$ cat src/rtl/dcc_refresh_packet_scheduler_defines.svh
// assertion macros for the refresh scheduler
`ifndef DCC_REFRESH_PACKET_SCHEDULER_DEFINES_SVH
`define DCC_REFRESH_PACKET_SCHEDULER_DEFINES_SVH
// implication checked on every clock outside reset
`define DCC_ASSERT_IMP(label, ante, cons, msg) \
    label: assert property (@(posedge clk) disable iff (!rst_n) (ante) |-> (cons)) \
        else $error(msg);
// implication whose consequent is checked in the next cycle
`define DCC_ASSERT_NXT(label, ante, cons, msg) \
    label: assert property (@(posedge clk) disable iff (!rst_n) (ante) |=> (cons)) \
        else $error(msg);
`endif

$ cat src/rtl/dcc_pkg.sv
`default_nettype none
package dcc_pkg;
    localparam int SLOTS = 64;
    localparam int SLOT_W = (SLOTS > 1) ? $clog2(SLOTS) : 1;
    localparam int CNT_W = $clog2(SLOTS + 1);

    localparam logic [1:0] FUNC_SPEED = 2'd0;
    localparam logic [1:0] FUNC_FUNCTION = 2'd1;
    localparam logic [1:0] FUNC_NEXT = 2'd2;

    localparam logic [28:0] GRP_F0 = 29'h0000001F;
    localparam logic [28:0] GRP_F5 = 29'h000001E0;
    localparam logic [28:0] GRP_F9 = 29'h00001E00;
    localparam logic [28:0] GRP_F13 = 29'h001FE000;
    localparam logic [28:0] GRP_F21 = 29'h1FE00000;

    localparam logic [7:0] INSTR_SPEED = 8'h3F;
    localparam logic [7:0] INSTR_F21 = 8'hDF;
    localparam logic [7:0] INSTR_F13 = 8'hDE;
    localparam logic [7:0] INSTR_F9 = 8'hA0;
    localparam logic [7:0] INSTR_F5 = 8'hB0;
    localparam logic [7:0] INSTR_F0 = 8'h80;
    localparam logic [7:0] LONG_ADDR = 8'hC0;
    localparam logic [13:0] LONG_LIMIT = 14'd128;

    typedef enum logic [2:0] {
        PKT_SPEED, PKT_F0, PKT_F5, PKT_F9, PKT_F13, PKT_F21
    } pkt_kind_t;

    typedef enum logic [2:0] {
        ST_IDLE, ST_WRITE, ST_SCAN, ST_EMIT, ST_OUT
    } ctl_state_t;

    typedef struct packed {
        logic load_item;     // capture input beat
        logic do_write;      // read-modify-write of a set item
        logic scan_start;    // reset scan pointer
        logic scan_step;     // examine current slot
        logic emit;          // build packet and update slot
    } dp_cmd_t;

    typedef struct packed {
        logic       is_next;
        logic       is_set;
        logic       hit;       // current scan slot qualifies
        logic       pass2;     // in reminder pass
        logic       pass_done; // last slot of a pass examined
        logic       any_occ;   // some slot occupied seen
    } dp_status_t;
endpackage
`default_nettype wire

$ cat src/rtl/dcc_ctrl.sv
`default_nettype none
module dcc_ctrl (
    input  wire logic            clk,
    input  wire logic            rst_n,
    input  wire logic            in_valid,
    output logic                 in_ready,
    output logic                 out_valid,
    input  wire logic            out_ready,
    input  wire dcc_pkg::dp_status_t sts,
    output dcc_pkg::dp_cmd_t     cmd
);
    import dcc_pkg::*;
    `include "dcc_refresh_packet_scheduler_defines.svh"

    ctl_state_t state_reg, state_next;

    always_ff @(posedge clk or negedge rst_n)
    begin
        if (!rst_n)
        begin
            state_reg <= ST_IDLE;
        end
        else
        begin
            state_reg <= state_next;
        end
    end

    always_comb
    begin
        state_next = state_reg;
        case (state_reg)
            ST_IDLE:
            begin
                if (in_valid) state_next = ST_WRITE;
            end
            ST_WRITE:
            begin
                if (sts.is_next) state_next = ST_SCAN;
                else state_next = ST_IDLE;
            end
            ST_SCAN:
            begin
                if (sts.hit) state_next = ST_EMIT;
                else if (sts.pass_done && (sts.pass2 || !sts.any_occ)) state_next = ST_EMIT;
            end
            ST_EMIT: state_next = ST_OUT;
            ST_OUT:
            begin
                if (out_ready) state_next = ST_IDLE;
            end
            default: state_next = ST_IDLE;
        endcase
    end

    always_comb
    begin
        cmd = '0;
        in_ready = 1'b0;
        out_valid = 1'b0;
        case (state_reg)
            ST_IDLE:
            begin
                in_ready = 1'b1;
                cmd.load_item = in_valid;
            end
            ST_WRITE:
            begin
                cmd.do_write = sts.is_set;
                cmd.scan_start = 1'b1;
            end
            ST_SCAN: cmd.scan_step = 1'b1;
            ST_EMIT:
            begin
                cmd.emit = 1'b1;
            end
            ST_OUT: out_valid = 1'b1;
            default: ;
        endcase
    end

    `DCC_ASSERT_IMP(a_ready_idle, in_ready, !out_valid, "ready while result pending")
    `DCC_ASSERT_NXT(a_accept_write, in_valid && in_ready, state_reg == ST_WRITE,
        "accepted beat not processed")
    `DCC_ASSERT_NXT(a_out_hold, out_valid && !out_ready, out_valid, "result dropped")
endmodule
`default_nettype wire

$ cat config.mk
export PLATFORM = sky130hd
export DESIGN_NAME = dcc_ctrl
export DESIGN_NICKNAME = d
export VERILOG_FILES = /design/src/rtl/dcc_pkg.sv /design/src/rtl/dcc_ctrl.sv
export VERILOG_INCLUDE_DIRS = /design/src /design/src/rtl
export SDC_FILE = /design/constraint.sdc
export NUM_CORES = 1
export LEC_CHECK = 0
export ABC_AREA = 1
export BUFFER_PORTS_ARGS = -buffer_cell sky130_fd_sc_hd__buf_2
export CORE_AREA = 2 2 39 41
export DETAILED_ROUTE_END_ITERATION = 8
export DIE_AREA = 0 0 41 43
export PLACE_DENSITY = 0.5
export SLEW_MARGIN = 0
export SYNTH_ARGS = -nofsm -noshare
export SYNTH_HDL_FRONTEND = slang
export SYNTH_SLANG_ARGS = --single-unit
$ cat constraint.sdc
create_clock -name clk -period 1.2 [get_ports clk]
set_input_delay 0 -clock clk [delete_from_list [all_inputs] [get_ports clk]]
set_output_delay 0 -clock clk [all_outputs]
set_load 0.05 [all_outputs]
==> impl_metrics.csv <==
group,metric,value,unit
worst_setup_path,max_stage_delay,390,ps
synthesis,synth_area_leaders,"dfrtp_1 (35%), inv_1 (12%), nand2_1 (10%)",
floorplan,io_pins,17,
sta,final_max_slew_viol_count,0,
synthesis,synth_enable_flop_cells,0,
status,status,"complete, no violations",
synthesis,yosys.area.top_type,"dfrtp_1",
worst_setup_path,path_delay_family,"flip-flops",
grt,grt_antenna_before_repair,0,
sta,slew_headroom,83.19,%
synthesis,async_reset_ff_share,100.0,%
routing,wl,609,µm
sta,finClkSkew,2.559,ps
cts,path_clk_slew,40,ps
finish,fin_area,474.2,µm²
floorplan,coreArea,1384,µm²
routing,drtAntennaViolNets,0,
routing,drc,0,
finish,n_antenna_cell,0,
worst_setup_path,end_kind,"output pin",
min_path,hp-class,"in -> reg",
finish,largest_reg_flops,3,
finish,area_growth,119.1,%
worst_setup_path,cp-startpoint,"state_reg[2]",
placement,dp_hpwl,442.4,µm
worst_setup_path,crit_arrival,1150,ps
sta,whs,39.85,ps
sta,fin_ws,46.37,ps
job,drv_cap,0,
cts,cts_tree,"yes",
finish,fillerInstances,160,
placement,dp_slack,150.2,ps
routing,wl_per_cell,8.013,µm
grt,grt_first_pass_wirelength,841,µm
worst_setup_path,crit_buf_inv,2,
synthesis,synth_commonest_cells,"inv_1 (7), nand2_1 (6), nor2_1 (4)",
worst_setup_path,timing.rr.start,"state_reg[1]",
routing,num_vias,282,
synthesis,postSynthRegisterBits,3,
cts,cts_buffer_depth,2,
floorplan,rows,14,
synthesis,synth_area_per_cell,6.366,µm²
sta,finalCritPeriodShare,96.14,%
synthesis,syn_nets,44,
sta,finalSetupViolations,0,
finish,drive_gt1_share,61.67,%
cts,clkSinkCount,3,
sta,fmax,0.8668,GHz
routing,drtIter0Drc,6,
grt,grtUsageTotal,7.236,%
worst_setup_path,critPathKind,"reg -> out",
sta,rsz0062_at_grt,"yes",
grt,grt_max_degree,7,
worst_setup_path,cpMaxStageDelayCell,"dfrtp_1",
finish,final_cells,76,
pwr,ir_worst_vdd,1.137,mV
grt,first_global_vias,234,
cts,numCtsBuffers,3,
placement,io_buffers,16,
routing,first_pass_iters,3,
synthesis,ys_types,12,
placement,gp_congestion,0.7011,
worst_setup_path,cp_cell_sequence,"inv_2 -> nand2_4 -> nor3_4 -> buf_6",
synthesis,yosysWarnings,0,
grt,grt_overflow,0,
synthesis,ys_seq_area_share,34.68,%
floorplan,die_area,1763,µm²
synthesis,synth_ff_type,"dfrtp_1",
routing,viasPerCell,3.711,
synthesis,synth_top_area_share,34.68,%
synthesis,synth.most_common_cell,"inv_1",
min_path,worstHoldStart,"out_ready",
sta,hold_violations,0,
synthesis,synth_cells,34,
finish,nets,71,
cts,cts_max_level,1,
floorplan,die_y,43,µm
worst_setup_path,crit_path_start_kind,"register",
floorplan,dieWidth,41,µm
cts,insertion_delay,230,ps
pwr,p_per_area,3102,nW/µm²
synthesis,synth_area,216.5,µm²
floorplan,start_util,15.64,%
placement,placed_cells,66,
worst_setup_path,crit_required,1200,ps
sta,fin_tns_setup,0,ps
placement,place_area,334.1,µm²
pwr,p_leak,0.2637,nW
worst_setup_path,critPathMaxFanout,5,
sta,tightestPinTransition,253.9,ps
sta,finalWorstPathRequiredPeriod,1154,ps
cts,root_buffer,"clkbuf_4",
[cell type report]
cell class	instances	area, µm²	area share [%]
multi-input combinational	20	146.4	30.87
tap	16	20.02	4.222
sequential	3	77.57	16.36
timing repair buffer	22	160.2	33.77
inverter	11	43.79	9.235
clock buffer	4	26.28	5.541
[cells in the final DEF, fill, tap and decap left out]
master,Yosys,final
clkinv_1,1,1
dlygate4sd3_1,0,2
clkbuf_1,0,1
dfrtp_2,0,2
nand2_4,0,1
nor2_1,4,3
clkbuf_4,0,4
nand2_1,6,6
nand3_2,2,2
dfrtp_1,3,1
nand3_1,3,2
inv_4,0,1
buf_2,0,10
o21ai_1,1,1
nand3_4,0,1
nor3_2,0,1
inv_1,7,6
buf_6,0,4
buf_4,0,5
nor3_4,0,1
nor2_4,0,2
inv_2,3,3
[cell families after synthesis]
| kind of cell | Yosys count | synth area share, % |
|---|---|---|
| buf+inv | 11 | 19.08 |
| simple gates | 19 | 43.93 |
| flops | 3 | 34.68 |
| compound gates | 1 | 2.310 |
[path summary, 6_finish.rpt]
| kind | cells past startpoint | to | slack (ps) |
|---|---|---|---|
| setup reg to reg | 6 | state_reg[0] | 150 |
| setup / recovery | 4 | cmd[4] | 50 |
| hold / removal | 4 | state_reg[2] | 40 |
| min in group asynchronous | 2 | state_reg[1] | 90 |
| max in group asynchronous | 2 | state_reg[0] | 990 |
| hold reg to reg | 2 | state_reg[2] | 540 |
[metrics by stage]
step                util, %  power [mW]
finish                34.27       1.471
global route          34.27       1.573
CTS                   29.11       1.245
detailed placement    24.14      0.9772
global placement      24.14      0.9723
floorplan                 -      0.8225
[metal layers]
| metal | wire [µm] | part of all wire, % | GRT usage, % | vias up |
|---|---|---|---|---|
| met3 | 26 | 4.3 | 1.571 | 0 |
| met5 | 0 | 0 | 0 | - |
| met2 | 337 | 55 | 11.25 | 8 |
| met1 | 245 | 40 | 7.742 | 123 |
| met4 | 0 | 0 | 6.000 | 0 |
| li1 | - | - | - | 151 |
[tightest hold or removal path: stages]
cell and delay [ps]:
buf_2 70, inv_1 40, nand3_2 70, nand2_1 50
[power by group]
| part | switching [mW] | internal (mW) | total (mW) |
|---|---|---|---|
| Combinational | 0.668 | 0.393 | 1.06 |
| Sequential | 0.0806 | 0.153 | 0.233 |
| Clock | 0.0530 | 0.125 | 0.178 |
[repair_timing]
action                     in CTS  in global routing
pin swaps                       0                  3
setup buffers                   0                  4
setup endpoints to repair       5                  5
resized for setup               8                 11
hold buffers                    2                  0
hold endpoints to repair        4                  0
Power figures use the tool's default switching activity.
